## config.mk

```make
export PLATFORM = sky130hd
export DESIGN_NAME = cpvp_mul
export DESIGN_NICKNAME = d
export VERILOG_FILES = /design/src/rtl/cpvp_pkg.sv /design/src/rtl/cpvp_mul.sv
export SDC_FILE = /design/constraint.sdc
export NUM_CORES = 2
export LEC_CHECK = 0
export BUFFER_PORTS_ARGS = -buffer_cell sky130_fd_sc_hd__buf_2
export CAP_MARGIN = 20
export CORE_ASPECT_RATIO = 0.6
export CORE_UTILIZATION = 60
export CTS_CLUSTER_SIZE = 30
export DETAILED_ROUTE_END_ITERATION = 6
export PLACE_DENSITY = 0.81
export SYNTH_ARGS = -nofsm -noshare
export SYNTH_HDL_FRONTEND = slang
export SYNTH_SLANG_ARGS = --single-unit
```

## constraint.sdc

```tcl
create_clock -name clk -period 7.3 [get_ports clk]
set_input_delay 1.095 -clock clk [delete_from_list [all_inputs] [get_ports clk]]
set_output_delay 1.095 -clock clk [all_outputs]
set_load 0.01 [all_outputs]
```

## src/rtl/cpvp_pkg.sv

```systemverilog
// ----------------------------------------------------------------------------
// cpvp_pkg: shared types, constants and helpers for the servo loop
// Fixed-point widths, saturation helpers and the configuration record.
// ----------------------------------------------------------------------------
package cpvp_pkg;

	localparam int unsigned MUL_W = 32;
	localparam int unsigned ADDR_W = 5;
	localparam int unsigned STEP_PERIOD_DEF = 1000;
	localparam int unsigned TICK_RATE_DEF = 1000;

	localparam logic [30:0] WMAX = 31'h7FFF_FFFF;
	localparam logic [46:0] DELTA_CAP = 47'h7FFF_FFFF_FFFF;
	localparam logic [63:0] HALF_TURN = 64'h0000_0000_8000_0000;
	localparam logic [MUL_W-1:0] MA_PER_AMP = 32'd1000;

	typedef struct packed {
		logic [31:0] pos_kp;
		logic [31:0] pos_ki;
		logic [31:0] pos_ilim;
		logic [31:0] vel_kp;
		logic [31:0] vel_ki;
		logic [31:0] vel_ilim;
		logic [31:0] vel_lim;
		logic [15:0] cur_lim;
	} cfg_t;

	function automatic logic [30:0] sat_mag(input logic [47:0] m);
		return (m > {17'b0, WMAX}) ? WMAX : m[30:0];
	endfunction

	function automatic logic signed [31:0] with_sign(input logic neg, input logic [30:0] mag);
		logic signed [31:0] v;
		v = $signed({1'b0, mag});
		return neg ? -v : v;
	endfunction

	function automatic logic [30:0] mag_of(input logic signed [31:0] w);
		logic signed [31:0] n;
		n = -w;
		return w[31] ? n[30:0] : w[30:0];
	endfunction

	function automatic logic [30:0] lim_of(input logic [31:0] l);
		return l[31] ? WMAX : l[30:0];
	endfunction

	function automatic logic signed [32:0] add33(input logic signed [31:0] a,
			input logic signed [31:0] b);
		return $signed({a[31], a}) + $signed({b[31], b});
	endfunction

	function automatic logic signed [32:0] sub33(input logic signed [31:0] a,
			input logic signed [31:0] b);
		return $signed({a[31], a}) - $signed({b[31], b});
	endfunction

	function automatic logic signed [31:0] clamp33(input logic signed [32:0] x,
			input logic [30:0] l);
		logic signed [32:0] hi;
		logic signed [32:0] lo;
		logic signed [32:0] r;
		hi = $signed({2'b0, l});
		lo = -hi;
		if (x > hi) begin
			r = hi;
		end else if (x < lo) begin
			r = lo;
		end else begin
			r = x;
		end
		return r[31:0];
	endfunction

endpackage

```

## src/rtl/cpvp_mul.sv

```systemverilog
// ----------------------------------------------------------------------------
// cpvp_mul: shared multiplier
// Unsigned 32 by 32 multiply with the product registered.
// ----------------------------------------------------------------------------
module cpvp_mul
	import cpvp_pkg::*;
(
	input  logic                 clk,
	input  logic [MUL_W-1:0]     a,
	input  logic [MUL_W-1:0]     b,
	output logic [2*MUL_W-1:0]   p_q
);

	logic [2*MUL_W-1:0] prod;

	assign prod = {{MUL_W{1'b0}}, a} * {{MUL_W{1'b0}}, b};

	always_ff @(posedge clk) begin
		p_q <= prod;
	end

endmodule

```

# Word level (Yosys, flattened, before mapping)
# Index checks and enable logic that the tools add are counted.
[totals]
reg_bits = 64
out_inout_bits = 64
[op_classes]
multipliers = 1
[ops]
columns = ["op", "count"]
rows = [
  ["multiplier 32 x 32 -> 64 bit", 1],
]

# Depth between registers and ports, before layout
[depth]
word_depth = 1
mapped_depth = 29
mapped_depth_nobuf = 27

# Worst setup path before layout
# Ideal clock, no wire load.
[synth_timing]
path_type = "input -> register"
startpoint = "input port a[25]"
endpoint = "register p_q[62]"
setup_time_ns = 0.072
arrival_time_ns = 7.771
setup_slack_ns = -0.543
path_stages = 25
path_buffers = 2
path_cell_list = "clkbuf_1 -> nand2_1 -> fa_1 -> inv_1 -> fa_1 -> inv_1 -> fa_1 -> inv_1 -> fa_1 -> fa_1 -> fa_1 -> fa_1 -> inv_1 -> fa_1 -> inv_1 -> ha_1 -> buf_2 -> nand4_1 -> or4_1 -> or3_1 -> a31oi_1 -> a31o_2 -> a211oi_1 -> o21ai_1 -> xor2_1"
[synth_via]
elab_chain_cells = 1
[synth_rtl]
columns = ["item", "line_no", "text"]
rows = [
  ["start: declaration", "cpvp_mul.sv:9", "input logic [MUL_W-1:0] a,"],
  ["multiplier 32 x 32 -> 64 bit", "cpvp_mul.sv:16", "assign prod = {{MUL_W{1'b0}}, a} * {{MUL_W{1'b0}}, b};"],
  ["net prod[62]", "cpvp_mul.sv:14", "logic [2*MUL_W-1:0] prod;"],
  ["end signal: assignment", "cpvp_mul.sv:19", "p_q <= prod;"],
  ["end: declaration", "cpvp_mul.sv:11", "output logic [2*MUL_W-1:0] p_q"],
]
# The timed path passes the listed nets, and every way through them passes these cells.

# Final worst setup path
[layout_timing]
startpoint = "input port b[17]"
endpoint = "register p_q[58]"
[layout_via]
elab_chain_cells = 1
[layout_rtl]
columns = ["item", "line_no", "text"]
rows = [
  ["start: declaration", "cpvp_mul.sv:10", "input logic [MUL_W-1:0] b,"],
  ["multiplier 32 x 32 -> 64 bit", "cpvp_mul.sv:16", ""],
  ["net prod[58]", "cpvp_mul.sv:14", ""],
]
# The timed path passes the listed nets, and every way through them passes these cells.

==> out/results.tsv <==
stage	metric	value	unit
route	Routed Wire Length	110000	um
status	outcome	finished, violations left	
synthesis	Synth Register Bits	64	
layout	combined area of the multi-input logic cells	30500	um^2
route	average wire per standard cell	22.6	um
timing	min cycle time layout	7750	ps
synthesis	synthesized-area fraction occupied by ao, oa, aoi and oai cells	0.0392	
timing	unrepaired setup endpoints after global routing	yes	
global_routing	grt peak-use layer	met1	
timing	Fin Hold WS	1490	ps
critical_path	critical path fanouts, max	5	
synthesis	synthesis warning total	0	
route	Via density	5.71	
synthesis	distinct cell type count after synthesis	56	
timing	transition time at the pin with the least slew margin	641	ps
synthesis	post-synth design cell area	34600	um^2
critical_path	endpoint arrival time on the critical path	7980	ps
route	iteration-0 DRC count of the detailed router	2923	
global_routing	pin count of the biggest net entering global routing	25	
critical_path	Critical Path Start Type	input port	
layout	fraction of final layout cells with drive strength greater than 1	0.211	
clocking	post-CTS clock slew at the launch and capture registers of the worst setup and hold paths	60	ps
layout	Syn-to-layout area delta	19.4	%
route	first-pass iteration count of the detailed router	5	
synthesis	combinational family with the most area after synthesis	adder cells	
placement	post-placement cell area	38500	um^2
synthesis	cell count after synthesis	3758	
synthesis	Post-Synthesis Mean Instance Area	9.21	um^2
run	Max-cap violations	0	
layout	Finished Core Util	0.733	
timing	period utilization	1.06	
route	routed vias	27900	
die	Die X-Extent	312	um
clocking	Max Root-Sink Buffers	2	
global_routing	global-route wire length before repair	170000	um
critical_path	required time of the critical path	7530	ps
synthesis	Synth Area in Adders	0.613	
placement	number of buffer cells added on primary ports	128	
synthesis	async set or reset register ratio after synthesis	0	
synthesis	number of synthesized flops with an enable pin	0	
timing	Fmax achieved	0.129	GHz
layout	Filler Cells Inserted	3681	
critical_path	kind of capture point of the worst setup path	register	
timing	max-slew headroom at the worst pin	0.569	
synthesis	Simple-Gate Fraction of Synth Area	0.177	
synthesis	synthesized net count	4982	
die	die span in y	188	um
timing	Hold Vio Cnt, Final	0	
die	I/O pin count	129	
clocking	CTS tree	done	
layout	registers with the most flip-flops	p_q (64)	
clocking	Sink Count	64	
global_routing	met1 global-route usage	0.550	
route	Final ANT Viol Nets	0	
synthesis	Primary FF master, synth	dfxtp_1	
timing	number of max-slew violations in the final report	0	
global_routing	routing usage on met3	0.225	
route	drt drc	0	
min_path	hold wc startpoint	a[0]	
status	violated checks	negative setup slack	
layout	FF+latch area	1280	um^2
synthesis	share of cell area taken by muxes after synthesis	0.000289	
global_routing	global route total overflow	0	
placement	post-detailed-placement half-perimeter wirelength	90700	um
layout	net count reported at finish	5339	
clocking	H-Tree Depth	3	
die	die footprint	58700	um^2
synthesis	share of synthesized area occupied by flip-flops and latches	0.0370	
clocking	root buf cell	clkbuf_16	
min_path	endpoint of the worst hold-timing path	p_q[0]$_DFF_P_	
global_routing	antenna violations before repair	3	
timing	min setup slack post-route	-455	ps
layout	number of flip-flops under the largest register name	64	
min_path	cell depth of the worst hold path	4	
die	initial cell density of the core	0.614	
global_routing	vias in the first global route	29500	
global_routing	aggregate global-route resource usage	0.385	
min_path	Hold Crit Class	input port to register	
placement	GP Congestion	1.02	
layout	largest register by flop count	p_q	
critical_path	critical setup path kind	input port to register	
synthesis	xor-xnor portion of the synthesized cell area	0.0149	
global_routing	GR Util met2	0.509	
timing	sum of negative setup slack	-8510	ps
die	total core area	56400	um^2
timing	final setup fails	32	
clocking	Num CTS Buffers	9	
layout	total non-filler cell area in the finished layout	41400	um^2
die	num rows	67	
## final cells by class
type,count,share of cell area
Sequential cell,64,0.0310
Clock buffer,10,0.00554
Inverter,863,0.0783
Timing Repair Buffer,573,0.123
Multi-Input combinational cell,2604,0.737
Antenna cell,3,0.000181
Clock inverter,6,0.00166
Tap cell,759,0.0230
## worst max-delay path by stage
stage	start	slack (ps)	to
2_1_floorplan	a[26]	-300	p_q[62]$_DFF_P_
3_3_place_gp	b[8]	-940	p_q[61]$_DFF_P_
3_5_place_dp	b[5]	-980	p_q[58]$_DFF_P_
4_1_cts	b[31]	-350	p_q[52]$_DFF_P_
5_1_grt	b[17]	-610	p_q[58]$_DFF_P_
6_report	b[17]	-450	p_q[58]$_DFF_P_
## cell usage in the layout (no fill, tap or decap), drive strengths merged, types with 8 or more instances in the layout
cell	synthesis	layout
nand4	24	24
o21a	8	8
inv	863	864
nand3	12	12
xor2	26	26
and3	14	14
and2	603	603
a31oi	12	12
fa	896	896
o21bai	10	10
xnor2	33	33
a21oi	70	70
a21o	37	37
clkbuf	216	18
nand2	478	478
ha	263	263
nor2	21	21
o21ai	30	30
buf	11	561
dfxtp	64	64
## what timing repair did
| item | CTS | global route |
|---|---|---|
| setup endpoints to repair | 39 | 39 |
| gates cloned | 4 | 5 |
| gates resized for setup | 346 | 158 |
| setup buffers | 40 | 19 |
| hold buffers | 0 | 0 |
| pin swaps | 172 | 107 |
## kinds of logic (layout without fill, tap and decap cells)
| kind of cell | count (synthesis) | after routing |
|---|---|---|
| other | 0 | 3 |
| XOR/XNOR | 59 | 59 |
| adder cells (fa/ha/maj) | 1159 | 1159 |
| flip-flops | 64 | 64 |
| buffers and inverters | 1090 | 1452 |
| AO/OA/AOI/OAI | 205 | 205 |
| multiplexers | 1 | 1 |
| AND/OR/NAND/NOR | 1180 | 1180 |
## stage by stage
stage / cells / worst slack (ps)
5_1_grt: 4880 / -607
4_1_cts: 4860 / -347
3_5_place_dp: 4803 / -979
2_1_floorplan: 3758 / -305
6_report: 4882 / -455
3_3_place_gp: 4803 / -942
## cell usage after synthesis (2+ instances only)
master / count / area [um^2]
ha_1: 263 / 3290
o2bb2ai_1: 2 / 17.5
a221o_1: 4 / 40.0
nor2_1: 21 / 78.8
buf_2: 9 / 45.0
o21ai_1: 2 / 10.0
o21bai_1: 10 / 75.1
a41oi_1: 2 / 17.5
nand4_1: 24 / 150
nand2_1: 478 / 1790
o211ai_1: 3 / 22.5
xnor2_1: 33 / 289
a221oi_2: 2 / 30.0
inv_1: 863 / 3240
nand3_1: 12 / 60.1
or4_1: 3 / 22.5
a31oi_1: 11 / 68.8
a211oi_1: 4 / 30.0
or3_1: 5 / 31.3
xor2_1: 26 / 228
and2_1: 603 / 3770
a311oi_1: 3 / 26.3
o221ai_1: 3 / 26.3
a21boi_0: 3 / 22.5
o2111ai_1: 2 / 17.5
or2_2: 3 / 18.8
dfxtp_1: 64 / 1280
and4_1: 4 / 35.0
o21ai_0: 28 / 140
o21a_1: 8 / 60.1
a21oi_1: 68 / 340
a21oi_2: 2 / 17.5
o311a_1: 2 / 20.0
buf_1: 2 / 7.51
and3_1: 14 / 87.6
nand2b_1: 2 / 12.5
fa_1: 896 / 17900
and3b_1: 2 / 17.5
nor3_1: 5 / 25.0
clkbuf_1: 215 / 807
a21o_1: 37 / 278
## per-layer routing
metal,wire length [um],vias to the layer above
met5,8,-
met4,2200,2
met3,21200,196
met2,43300,2106
met1,43700,14000
li1,-,11600
## critical path, stage by stage
cell and delay [ps]:
buf_12 110, and2_4 150, fa_1 550, inv_2 40, fa_1 530, inv_1 50, fa_1 510, inv_2 40
fa_1 540, inv_2 60, fa_2 560, fa_2 470, fa_2 660, fa_1 460, ha_4 310, nand4_1 150
or4_4 530, or3_4 370, a31oi_4 260, a31o_4 200, a211oi_2 70, buf_4 140, xnor2_2 120
Power is left out: the tool's default activity adds up to more than one toggle a clock period on the data nets, which glitch-free logic cannot reach.
