File: config.mk
export PLATFORM = sky130hd
export DESIGN_NAME = cpvp_regs
export DESIGN_NICKNAME = d
export VERILOG_FILES = /design/src/rtl/cpvp_pkg.sv /design/src/rtl/cpvp_regs.sv
export SDC_FILE = /design/constraint.sdc
export NUM_CORES = 1
export LEC_CHECK = 0
export BUFFER_PORTS_ARGS = -buffer_cell sky130_fd_sc_hd__buf_4
export CAP_MARGIN = 10
export CORE_MARGIN = 3
export CORE_UTILIZATION = 35
export CTS_BUF_LIST = sky130_fd_sc_hd__clkbuf_4 sky130_fd_sc_hd__clkbuf_8
export DETAILED_ROUTE_END_ITERATION = 12
export PLACE_DENSITY_LB_ADDON = 0.08
export REMOVE_ABC_BUFFERS = 1
export SYNTH_ARGS = -nofsm -noshare
export SYNTH_HDL_FRONTEND = slang
export SYNTH_SLANG_ARGS = --single-unit
File: constraint.sdc
create_clock -name clk -period 2.8 [get_ports clk]
set_input_delay 0.56 -clock clk [delete_from_list [all_inputs] [get_ports clk]]
set_output_delay 0.56 -clock clk [all_outputs]
set_load 0.02 [all_outputs]
File: src/rtl/cpvp_pkg.sv
// ----------------------------------------------------------------------------
// cpvp_pkg: shared types, constants and helpers for the servo loop
// Fixed-point widths, saturation helpers and the configuration record.
// ----------------------------------------------------------------------------
package cpvp_pkg;

	localparam int unsigned MUL_W = 32;
	localparam int unsigned ADDR_W = 5;
	localparam int unsigned STEP_PERIOD_DEF = 1000;
	localparam int unsigned TICK_RATE_DEF = 1000;

	localparam logic [30:0] WMAX = 31'h7FFF_FFFF;
	localparam logic [46:0] DELTA_CAP = 47'h7FFF_FFFF_FFFF;
	localparam logic [63:0] HALF_TURN = 64'h0000_0000_8000_0000;
	localparam logic [MUL_W-1:0] MA_PER_AMP = 32'd1000;

	typedef struct packed {
		logic [31:0] pos_kp;
		logic [31:0] pos_ki;
		logic [31:0] pos_ilim;
		logic [31:0] vel_kp;
		logic [31:0] vel_ki;
		logic [31:0] vel_ilim;
		logic [31:0] vel_lim;
		logic [15:0] cur_lim;
	} cfg_t;

	function automatic logic [30:0] sat_mag(input logic [47:0] m);
		return (m > {17'b0, WMAX}) ? WMAX : m[30:0];
	endfunction

	function automatic logic signed [31:0] with_sign(input logic neg, input logic [30:0] mag);
		logic signed [31:0] v;
		v = $signed({1'b0, mag});
		return neg ? -v : v;
	endfunction

	function automatic logic [30:0] mag_of(input logic signed [31:0] w);
		logic signed [31:0] n;
		n = -w;
		return w[31] ? n[30:0] : w[30:0];
	endfunction

	function automatic logic [30:0] lim_of(input logic [31:0] l);
		return l[31] ? WMAX : l[30:0];
	endfunction

	function automatic logic signed [32:0] add33(input logic signed [31:0] a,
			input logic signed [31:0] b);
		return $signed({a[31], a}) + $signed({b[31], b});
	endfunction

	function automatic logic signed [32:0] sub33(input logic signed [31:0] a,
			input logic signed [31:0] b);
		return $signed({a[31], a}) - $signed({b[31], b});
	endfunction

	function automatic logic signed [31:0] clamp33(input logic signed [32:0] x,
			input logic [30:0] l);
		logic signed [32:0] hi;
		logic signed [32:0] lo;
		logic signed [32:0] r;
		hi = $signed({2'b0, l});
		lo = -hi;
		if (x > hi) begin
			r = hi;
		end else if (x < lo) begin
			r = lo;
		end else begin
			r = x;
		end
		return r[31:0];
	endfunction

endpackage

File: src/rtl/cpvp_regs.sv
// ----------------------------------------------------------------------------
// cpvp_regs: configuration registers
// APB-style register file holding the loop gains and limits.
// ----------------------------------------------------------------------------
module cpvp_regs
	import cpvp_pkg::*;
(
	input  logic              clk,
	input  logic              arst_n,
	input  logic              psel,
	input  logic              penable,
	input  logic              pwrite,
	input  logic [ADDR_W-1:0] paddr,
	input  logic [31:0]       pwdata,
	output logic [31:0]       prdata,
	output logic              pready,
	output cfg_t              cfg
);

	localparam logic [2:0] REG_POS_KP   = 3'd0;
	localparam logic [2:0] REG_POS_KI   = 3'd1;
	localparam logic [2:0] REG_POS_ILIM = 3'd2;
	localparam logic [2:0] REG_VEL_KP   = 3'd3;
	localparam logic [2:0] REG_VEL_KI   = 3'd4;
	localparam logic [2:0] REG_VEL_ILIM = 3'd5;
	localparam logic [2:0] REG_VEL_LIM  = 3'd6;
	localparam logic [2:0] REG_CUR_LIM  = 3'd7;

	cfg_t cfg_q;
	logic wr_en;
	logic [2:0] idx;

	assign pready = 1'b1;
	assign wr_en = psel && penable && pwrite && pready;
	assign idx = paddr[ADDR_W-1:2];
	assign cfg = cfg_q;

	always_ff @(posedge clk or negedge arst_n) begin
		if (!arst_n) begin
			cfg_q.pos_kp <= 32'd1310720;
			cfg_q.pos_ki <= 32'd0;
			cfg_q.pos_ilim <= 32'd0;
			cfg_q.vel_kp <= 32'd655360;
			cfg_q.vel_ki <= 32'd0;
			cfg_q.vel_ilim <= 32'd0;
			cfg_q.vel_lim <= 32'd131072;
			cfg_q.cur_lim <= 16'd4000;
		end else if (wr_en) begin
			case (idx)
				REG_POS_KP:   cfg_q.pos_kp <= pwdata;
				REG_POS_KI:   cfg_q.pos_ki <= pwdata;
				REG_POS_ILIM: cfg_q.pos_ilim <= pwdata;
				REG_VEL_KP:   cfg_q.vel_kp <= pwdata;
				REG_VEL_KI:   cfg_q.vel_ki <= pwdata;
				REG_VEL_ILIM: cfg_q.vel_ilim <= pwdata;
				REG_VEL_LIM:  cfg_q.vel_lim <= pwdata;
				REG_CUR_LIM:  cfg_q.cur_lim <= pwdata[15:0];
				default: begin
				end
			endcase
		end
	end

	always_comb begin
		case (idx)
			REG_POS_KP:   prdata = cfg_q.pos_kp;
			REG_POS_KI:   prdata = cfg_q.pos_ki;
			REG_POS_ILIM: prdata = cfg_q.pos_ilim;
			REG_VEL_KP:   prdata = cfg_q.vel_kp;
			REG_VEL_KI:   prdata = cfg_q.vel_ki;
			REG_VEL_ILIM: prdata = cfg_q.vel_ilim;
			REG_VEL_LIM:  prdata = cfg_q.vel_lim;
			REG_CUR_LIM:  prdata = {16'b0, cfg_q.cur_lim};
			default:      prdata = 32'b0;
		endcase
	end

endmodule

Word-level counts from Yosys, hierarchy flattened
Cells that the tools add are included.

word-level totals
  register bits after elaboration = 240
  input port bits = 42
  output and inout bits = 273

operators by class
  equal/unequal tests = 7
  mux-type cells = 1
  reductions and logical operators = 11

operators with widths
  operator                                                               number
  32-bit one-hot mux with 8 select lines                                 1
  2-bit AND reduction                                                    8
  3-bit equality test, second input constant                             4
  3-bit by 2-bit equality test with 1-bit output, second input constant  2
  3-bit by 1-bit equality test with 1-bit output, second input constant  1
  3-bit logical NOT                                                      1
  1-bit logical AND                                                      2

Logic depth before layout (Yosys ltp)
Gate-level depths: netlist (run 1).

  word-level depth = 3
  gate-level depth with buffers = 7
  depth with buffers taken out = 4

Least setup slack after synthesis (run 1)
OpenSTA, ideal clock, no wires.

  kind = input -> output
  start point = input port paddr[4]
  end point = output port prdata[19]
  arrival time = 1944 ps
  path slack = 296 ps
  stages on the path = 5
  buffers on the path = 2
  cell sequence = buf_2 -> buf_2 -> nor2b_1 -> a21oi_1 -> a221oi_1

on the way
  longest elaborated chain between the ends = 2

RTL lines
  item                                         RTL line         source
  start: declaration                           cpvp_regs.sv:13  input logic [ADDR_W-1:0] paddr,
  3-bit equality test (tied with other cells)  cpvp_regs.sv:65  case (idx)
  32-bit one-hot mux with 8 select lines (*)   cpvp_regs.sv:65
  end: declaration                             cpvp_regs.sv:15  output logic [31:0] prdata,

Every way passes the cells marked *; elsewhere a longest branch is shown, timed or not.

Worst setup path after layout (run 1)
  start point = input port paddr[3]
  end point = output port prdata[19]

The elaborated chain is that of the path after synthesis.

==> run_results.csv, run 1 <==
group,metric,value,unit
grt,grt_pass1_wl,52500,um
grt,antenna_found_initial,0,
clock_tree,cts.repair.resized,0,
sta,setup_viol,0,
drt,drtIter0Drc,355,
sta,fmax,0.382,GHz
sta,holdWs,295,ps
logic_synthesis,synth_area,11000,um2
floorplanning,io-pin-count,315,
clock_tree,worstSkewPairLatency,530,ps
clock_tree,cts_buffers,44,
clock_tree,postCtsSetupBuffers,0,
logic_synthesis,synth_flop_cell,"dfrtp_1",
clock_tree,cts_tree,"done",
drt,totalWireLength,34700,um
finish,final_nets,1136,
floorplanning,rows,64,
setup_path,worst_setup_path_start_kind,"input pin",
floorplanning,core,30700,um2
grt,track_usage,20.4,%
drt,drt-wirelength-per-cell,22.8,um
clock_tree,cts_num_sinks,240,
placed_design,numPortBuffers,311,
setup_path,cp-end-kind,"output pin",
finish,final_core_util,48.6,%
logic_synthesis,synth_edf_count,0,
finish,largest_reg_flops,240,
clock_tree,root_buffer,"clkbuf_8",
sta,slew-limit-headroom,58.4,%
clock_tree,clk_pin_slew_worst_paths,60,ps
floorplanning,die_area,33600,um2
logic_synthesis,syn_inst,738,
setup_path,critical_path_class,"in2out",
clock_tree,htree_levels,2,
drt,route.detailed.drc,0,
sta,slew_violations,0,
clock_tree,cts_buffer_depth,3,
drt,vias,7644,
drt,final_antenna_net_count,0,
sta,hold_viol,0,
floorplanning,start_util,35.7,%
setup_path,cp_max_fo,18,
sta,clock_skew,0,ps
finish,drive_gt1_share,64.9,%
pwr,powerDensity,793,nW/um2
placed_design,dpl.hpwl,23700,um
status,outcome,"finished clean",
sta,post-route-period-util,93.6,%
logic_synthesis,ys_async_sr_fraction,100,%
finish,syn2layout_area_growth,35.9,%
setup_path,arrival,2060,ps
logic_synthesis,ys_ff_latch,240,
logic_synthesis,yosysUniqueCellTypes,35,
finish,n_fill_cell,2874,
sta,finalCriticalPeriod,2620,ps
drt,vias_per_cell,5.04,
sta,rsz0062_at_grt,"no",
sta,tns,0,ps
grt,grt_pass1_vias,8046,
logic_synthesis,seq_area_frac_synth,54.8,%
hold_path,hp-class,"in2reg",
pwr,max-vdd-ir-drop,0.424,mV
logic_synthesis,syn_area_per_cell,14.9,um2
finish,n_antenna_cell,0,
sta,tightestPinTransition,623,ps
pwr,power.total,11800,uW
logic_synthesis,yosysWarnings,0,
grt,grt_remaining_overflow,0,
job,max_cap_violations,0,
drt,dr.pass1.iters,5,
grt,grt_max_degree,69,
floorplanning,die_w,183,um
floorplanning,die_height,183,um
placed_design,place.gp.congestion,0.746,
setup_path,worstPathRequired,2240,ps
pwr,p_leak,0.00726,uW
-- cells in the final DEF (no fill, tap or decap), types with 6 or more instances in the layout --
master    synthesis  routed
a21oi_1          32      32
nor2b_1           7       7
dfstp_2          11      11
buf_4            14     349
nand2_1          14      14
inv_1             6       6
nor2_1           34      29
buf_12            0       9
clkbuf_4          0      23
mux2_1            6       6
dfrtp_1         229     229
mux4_2           32      32
mux2_4           30      30
mux2i_1          22      22
clkbuf_8          0      51
mux2_2          213     213
-- cell families after synthesis --
kind of cell,Yosys count,synth area share (%)
DFF,240,54.8
AOI/OAI and AO/OA,66,3.99
other,1,0.0341
muxes,303,35.1
and+or+nand+nor,72,3.24
buffers and inverters,56,2.86
-- metal layers --
layer | wire, um | track usage, %
met1 | 15700 | 28.3
met2 | 15800 | 32.1
met3 | 2620 | 5.87
met4 | 533 | 4.51
met5 | 0 | 0
-- cell type report --
class	instances	area (um2)	share of cell area, %
Multi-Input combinational cell	442	4690	31.4
Inverter	6	22.5	0.151
Tap cell	396	495	3.32
Timing Repair Buffer	360	2830	18.9
Sequential cell	240	6020	40.3
Clock buffer	74	875	5.86
-- worst paths after layout --
path	from	endpoint	slack, ps	cells after the start
max	paddr[3]	prdata[19]	180	6
max reg2reg	cfg[113]	cfg[113]	1990	1
min reg2reg	cfg[93]	cfg[93]	530	1
min in group asynchronous	arst_n	cfg[233]	550	2
max in group asynchronous	arst_n	cfg[226]	1370	3
min	pwdata[24]	cfg[200]	300	3
-- power breakdown --
part	total, uW	switching, uW	internal, uW
Sequential	4750	573	4180
Combinational	3750	1900	1850
Clock	3350	1410	1940
Total	11800	3880	7970
-- cells in the mapped netlist, types with 5 or more instances --
cell type / count / area [um2]
mux2i_1: 22 / 220
a21o_1: 5 / 37.5
inv_1: 6 / 22.5
nor2_1: 34 / 128
nand2_1: 14 / 52.6
dfrtp_1: 229 / 5730
buf_4: 14 / 105
mux4_2: 32 / 721
a22o_1: 5 / 43.8
nor2b_1: 7 / 43.8
a21oi_1: 32 / 160
mux2_2: 213 / 2400
mux2_1: 6 / 67.6
clkbuf_1: 8 / 30.0
nand3_1: 5 / 25.0
o21ai_0: 5 / 25.0
mux2_4: 30 / 450
buf_2: 23 / 115
dfstp_2: 11 / 289
-- what timing repair did --
item                                   CTS  global route
endpoints found under the hold margin    2             0
setup endpoints to repair                0             0
hold buffers                             1             0
-- worst max-delay path, stage by stage --
cell and delay (ps):
buf_4 280, buf_4 340, nor2b_1 70, a2111oi_0 450, a221oi_1 150, buf_4 200
-- metrics by stage --
| stage | worst slack, ps | instances | area, um2 |
|---|---|---|---|
| after global routing | 124 | 1518 | 14900 |
| final | 180 | 1518 | 14900 |
| after floorplan | 97.2 | 688 | 10700 |
| after CTS | 185 | 1518 | 14900 |
| after global placement | 195 | 1443 | 14000 |
| after detailed placement | 192 | 1443 | 14000 |
(Power assumes the default switching activity.)
==> run 2, diff against run 1 <==
--- a/config.mk
+++ b/config.mk
@@ -8,7 +8,7 @@
 export BUFFER_PORTS_ARGS = -buffer_cell sky130_fd_sc_hd__buf_4
 export CAP_MARGIN = 10
 export CORE_MARGIN = 3
-export CORE_UTILIZATION = 35
+export CORE_UTILIZATION = 54
 export CTS_BUF_LIST = sky130_fd_sc_hd__clkbuf_4 sky130_fd_sc_hd__clkbuf_8
 export DETAILED_ROUTE_END_ITERATION = 12
 export PLACE_DENSITY_LB_ADDON = 0.08
==> run_results.csv, run 2 (synthesis gave the netlist of run 1 again) <==
group,metric,value,unit
status,outcome,"finished clean",
job,max_cap_violations,0,
grt,grt_remaining_overflow,0,
floorplanning,io-pin-count,315,
pwr,p_leak,0.00723,uW
floorplanning,die_height,149,um
clock_tree,cts.repair.resized,0,
grt,use_met2,44.6,%
grt,grt-busiest-layer,"met2",
finish,largest_reg_flops,240,
clock_tree,htree_levels,2,
grt,grt_max_degree,68,
finish,register_area,6020,um2
grt,grt_pass1_vias,7992,
floorplanning,die_area,22100,um2
hold_path,hp-class,"in2reg",
drt,vias_per_cell,5.61,
floorplanning,die_w,149,um
setup_path,cpMaxStageDelayCell,"nor2b_1",
finish,multi_input_comb_area,4690,um2
clock_tree,postCtsSetupBuffers,0,
pwr,max-vdd-ir-drop,0.589,mV
grt,use_met1,36.7,%
sta,setup_viol,0,
placed_design,numPortBuffers,311,
finish,syn2layout_area_growth,34.2,%
placed_design,dpl.hpwl,20800,um
sta,clock_skew,0,ps
grt,antenna_found_initial,0,
sta,finalCriticalPeriod,2560,ps
finish,final_nets,1121,
setup_path,slowest_delay,490,ps
setup_path,worst_setup_path_start_kind,"input pin",
setup_path,critical_path_class,"in2out",
finish,n_fill_cell,1366,
drt,drt-wirelength-per-cell,22.3,um
clock_tree,cts_buffer_depth,3,
drt,route.detailed.drc,0,
setup_path,path_cells,"buf_4 > nor2b_1 > a22o_1 > a222oi_1 > a21oi_1 > buf_4",
grt,grt_pass1_wl,47100,um
finish,n_antenna_cell,0,
finish,final_cell_mix,"buf_4 (336), dfrtp_1 (229), mux2_2 (213)",
clock_tree,worstSkewPairLatency,510,ps
pwr,power.total,11900,uW
drt,final_antenna_net_count,0,
grt,grtUsageMet3,7.19,%
sta,hold_viol,0,
clock_tree,clk_pin_slew_worst_paths,60,ps
setup_path,cp_top_family,"compound AO/OA/AOI/OAI gates",
clock_tree,cts_buffers,41,
setup_path,worstPathBufferInverterCount,2,
sta,fmax,0.390,GHz
sta,slew_violations,0,
drt,dr.pass1.iters,5,
clock_tree,cts_tree,"done",
setup_path,arrival,2000,ps
placed_design,place.gp.congestion,0.809,
setup_path,cp_max_fo,22,
clock_tree,cts_num_sinks,240,
drt,drtIter0Drc,355,
sta,tightestPinTransition,519,ps
drt,totalWireLength,30700,um
finish,drive_gt1_share,64.6,%
finish,layout_commonest_cell,"buf_4",
sta,tns,0,ps
floorplanning,start_util,55.7,%
setup_path,cp-end-kind,"output pin",
pwr,powerDensity,808,nW/um2
grt,track_usage,27.5,%
sta,rsz0062_at_grt,"no",
drt,vias,7728,
setup_path,path_common_cell,"buf_4",
floorplanning,core,19700,um2
sta,post-route-period-util,91.5,%
sta,slew-limit-headroom,65.3,%
clock_tree,root_buffer,"clkbuf_8",
floorplanning,rows,51,
setup_path,worstPathRequired,2240,ps
run 2: cell types whose count changed in the layout (fill, tap and decap cells not counted):
cell / before / now
clkbuf_4: 23 / 16
buf_12: 9 / 10
clkinv_2: 0 / 1
buf_4: 349 / 336
clkbuf_8: 51 / 58
clkinvlp_4: 0 / 1
run 2: path summary, 6_finish.rpt:
| check | from | to | slack (ps) | depth (start not counted) |
|---|---|---|---|---|
| setup / recovery | paddr[2] | prdata[24] | 240 | 6 |
| hold / removal | pwdata[27] | cfg[171] | 290 | 3 |
| setup reg to reg | cfg[43] | cfg[43] | 1980 | 1 |
| hold reg to reg | cfg[114] | cfg[114] | 520 | 1 |
| max in group asynchronous | arst_n | cfg[8] | 1510 | 3 |
| min in group asynchronous | arst_n | cfg[207] | 540 | 2 |
run 2: through the flow:
step | area, um2 | utilization [%] | setup WS (ps) | hold slack, ps | instances
after floorplan | 10700 | - | 97.2 | 264 | 688
after global placement | 13800 | 70.0 | 230 | 499 | 1300
after detailed placement | 13800 | 70.0 | 240 | 501 | 1300
after CTS | 14700 | 74.8 | 228 | 267 | 1377
after global routing | 14700 | 74.8 | 139 | 294 | 1377
final | 14700 | 74.8 | 238 | 293 | 1377
run 2: tightest hold or removal path, delay by kind of cell:
family	cells	cell delay [ps]
buffers and inverters	1	120
AOI/OAI and AO/OA	1	60
and+or+nand+nor	1	50
run 2: final cells by class:
type | count | share of cell area, %
multi-input cells | 442 | 31.8
flip-flops and latches | 240 | 40.8
well taps | 265 | 2.25
clock inverters | 2 | 0.0848
clock buffers | 74 | 6.23
repair buffers | 348 | 18.6
inverters | 6 | 0.153
run 2: where the power goes:
group | total [uW] | internal (uW) | switching [uW]
Combinational | 3730 | 1840 | 1880
Clock | 3430 | 2040 | 1380
Sequential | 4760 | 4180 | 579
run 2: repair_timing:
item                                   CTS  global route
setup endpoints to repair                0             0
hold buffers                             1             0
endpoints found under the hold margin   46             0
run 2: routing by layer:
metal	vias up	wire length, um
met2	300	14900
met3	51	2550
met1	3971	12400
met5	-	0
met4	0	773
li1	3406	-
==> run 3, diff against run 2 <==
--- a/config.mk
+++ b/config.mk
@@ -7,11 +7,13 @@
 export LEC_CHECK = 0
 export BUFFER_PORTS_ARGS = -buffer_cell sky130_fd_sc_hd__buf_4
 export CAP_MARGIN = 10
+export CELL_PAD_IN_SITES_DETAIL_PLACEMENT = 1
+export CELL_PAD_IN_SITES_GLOBAL_PLACEMENT = 2
 export CORE_MARGIN = 3
-export CORE_UTILIZATION = 54
+export CORE_UTILIZATION = 36
 export CTS_BUF_LIST = sky130_fd_sc_hd__clkbuf_4 sky130_fd_sc_hd__clkbuf_8
 export DETAILED_ROUTE_END_ITERATION = 12
-export PLACE_DENSITY_LB_ADDON = 0.08
+export PLACE_DENSITY_LB_ADDON = 0.1
 export REMOVE_ABC_BUFFERS = 1
 export SYNTH_ARGS = -nofsm -noshare
 export SYNTH_HDL_FRONTEND = slang
==> run_results.csv, run 3 (synthesis gave the netlist of run 1 again) <==
group,metric,value,unit
status,outcome,"finished clean",
finish,layout_commonest_cell,"buf_4",
drt,final_antenna_net_count,0,
sta,slew-limit-headroom,61.8,%
pwr,netSwitchingFraction,33.1,%
clock_tree,cts_buffers,44,
sta,post-route-period-util,94.3,%
drt,vias_per_cell,5.13,
clock_tree,htree_levels,2,
setup_path,path_cells,"buf_4 > buf_4 > nor2b_1 > a22o_1 > a222oi_1 > a21oi_1 > buf_4",
hold_path,hp-class,"in2reg",
grt,antenna_found_initial,0,
pwr,p_clk_share,28.5,%
finish,drive_gt1_share,64.9,%
sta,setup_viol,0,
grt,grt_remaining_overflow,0,
grt,grt_max_degree,65,
sta,fmax,0.379,GHz
setup_path,arrival,2080,ps
clock_tree,root_buffer,"clkbuf_8",
placed_design,pre_cts_ws,-93.4,ps
sta,hold_viol,0,
finish,largest_reg_flops,240,
pwr,p_leak,0.00726,uW
pwr,max-vdd-ir-drop,0.391,mV
finish,final_cell_mix,"buf_4 (344), dfrtp_1 (229), mux2_2 (213)",
placed_design,dpl_cell_area,14000,um2
floorplanning,core,29900,um2
finish,n_antenna_cell,0,
sta,rsz0062_at_grt,"no",
pwr,seqPwrFrac,40.0,%
grt,grt_pass1_wl,54200,um
sta,finalCriticalPeriod,2640,ps
floorplanning,rows,63,
job,max_cap_violations,0,
grt,grt_pass1_vias,8497,
floorplanning,die_w,181,um
placed_design,numPortBuffers,311,
clock_tree,cts_num_sinks,240,
floorplanning,io-pin-count,315,
sta,slew_violations,0,
drt,dr.pass1.iters,5,
clock_tree,cts_tree,"done",
sta,holdWs,302,ps
finish,final_nets,1132,
pwr,power.total,11900,uW
clock_tree,worstSkewPairLatency,530,ps
drt,vias,7751,
floorplanning,start_util,36.8,%
floorplanning,die_height,181,um
sta,tns,0,ps
setup_path,cpMaxStageDelayCell,"nor2b_1",
drt,drt-wirelength-per-cell,23.6,um
floorplanning,die_area,32700,um2
drt,route.detailed.drc,0,
clock_tree,cts_buffer_depth,3,
pwr,netSwitchingPower,3940,uW
drt,totalWireLength,35700,um
sta,tightestPinTransition,571,ps
clock_tree,clk_pin_slew_worst_paths,60,ps
placed_design,place.gp.congestion,0.745,
setup_path,cp-end-kind,"output pin",
pwr,powerDensity,799,nW/um2
setup_path,slowest_delay,490,ps
setup_path,path_common_cell,"buf_4",
setup_path,worstPathRequired,2240,ps
setup_path,worst_setup_path_start_kind,"input pin",
sta,fin_ws,158,ps
drt,drtIter0Drc,335,
sta,clock_skew,0,ps
setup_path,reg2regPathDepth,1,
pwr,internal-power,7980,uW
finish,syn2layout_area_growth,35.8,%
grt,track_usage,21.4,%
pwr,combPwrFrac,31.6,%
setup_path,cp_max_fo,9,
hold_path,holdPathStages,3,
placed_design,dpl.hpwl,24400,um
finish,stdcell_area,14900,um2
setup_path,critical_path_class,"in2out",
run 3: final cells by class:
type | instances | area [um2]
repair buffers | 356 | 2810
inverters | 6 | 22.5
well taps | 390 | 488
clock buffers | 73 | 873
fillers | 3076 | 14900
multi-input cells | 442 | 4700
clock inverters | 4 | 20.0
flip-flops and latches | 240 | 6020
run 3: worst max-delay path, delay by kind of cell:
family / cells / cell delay, ps
buffers and inverters: 3 / 530
and+or+nand+nor: 1 / 490
AOI/OAI and AO/OA: 3 / 480
run 3: power groups by stage:
stage	registers, uW	logic, uW	clock network, uW
4_1_cts	4780	3820	3530
2_1_floorplan	5520	1170	0
3_5_place_dp	4820	3810	0
3_3_place_gp	4800	3760	0
6_report	4770	3760	3390
5_1_grt	4870	3990	3690
run 3: worst paths after layout:
kind                            start    endpoint  slack (ps)
max                          paddr[2]  prdata[24]         160
min                        pwdata[24]    cfg[200]         300
max reg2reg                   cfg[42]     cfg[42]        1980
min reg2reg                  cfg[114]    cfg[114]         520
max in group asynchronous      arst_n      cfg[8]        1430
min in group asynchronous      arst_n    cfg[201]         560
run 3: routing by layer:
| metal | routed length [um] | track usage (%) | vias to the layer above |
|---|---|---|---|
| met5 | 0 | 0 | - |
| met4 | 728 | 5.25 | 0 |
| met2 | 16400 | 33.8 | 253 |
| li1 | - | - | 3419 |
| met3 | 2880 | 6.32 | 52 |
| met1 | 15700 | 29.2 | 4027 |
run 3: per-stage QoR:
stage | utilization [%] | instances
6_report | 50.0 | 1511
5_1_grt | 50.0 | 1511
4_1_cts | 50.0 | 1511
3_5_place_dp | 46.9 | 1433
3_3_place_gp | 46.9 | 1433
2_1_floorplan | - | 688
run 3: timing repair:
action,in CTS,in global routing
setup endpoints to repair,4,0
hold buffers,1,0
endpoints found under the hold margin,16,0
gates resized for setup,1,0
buffers inserted,0,0
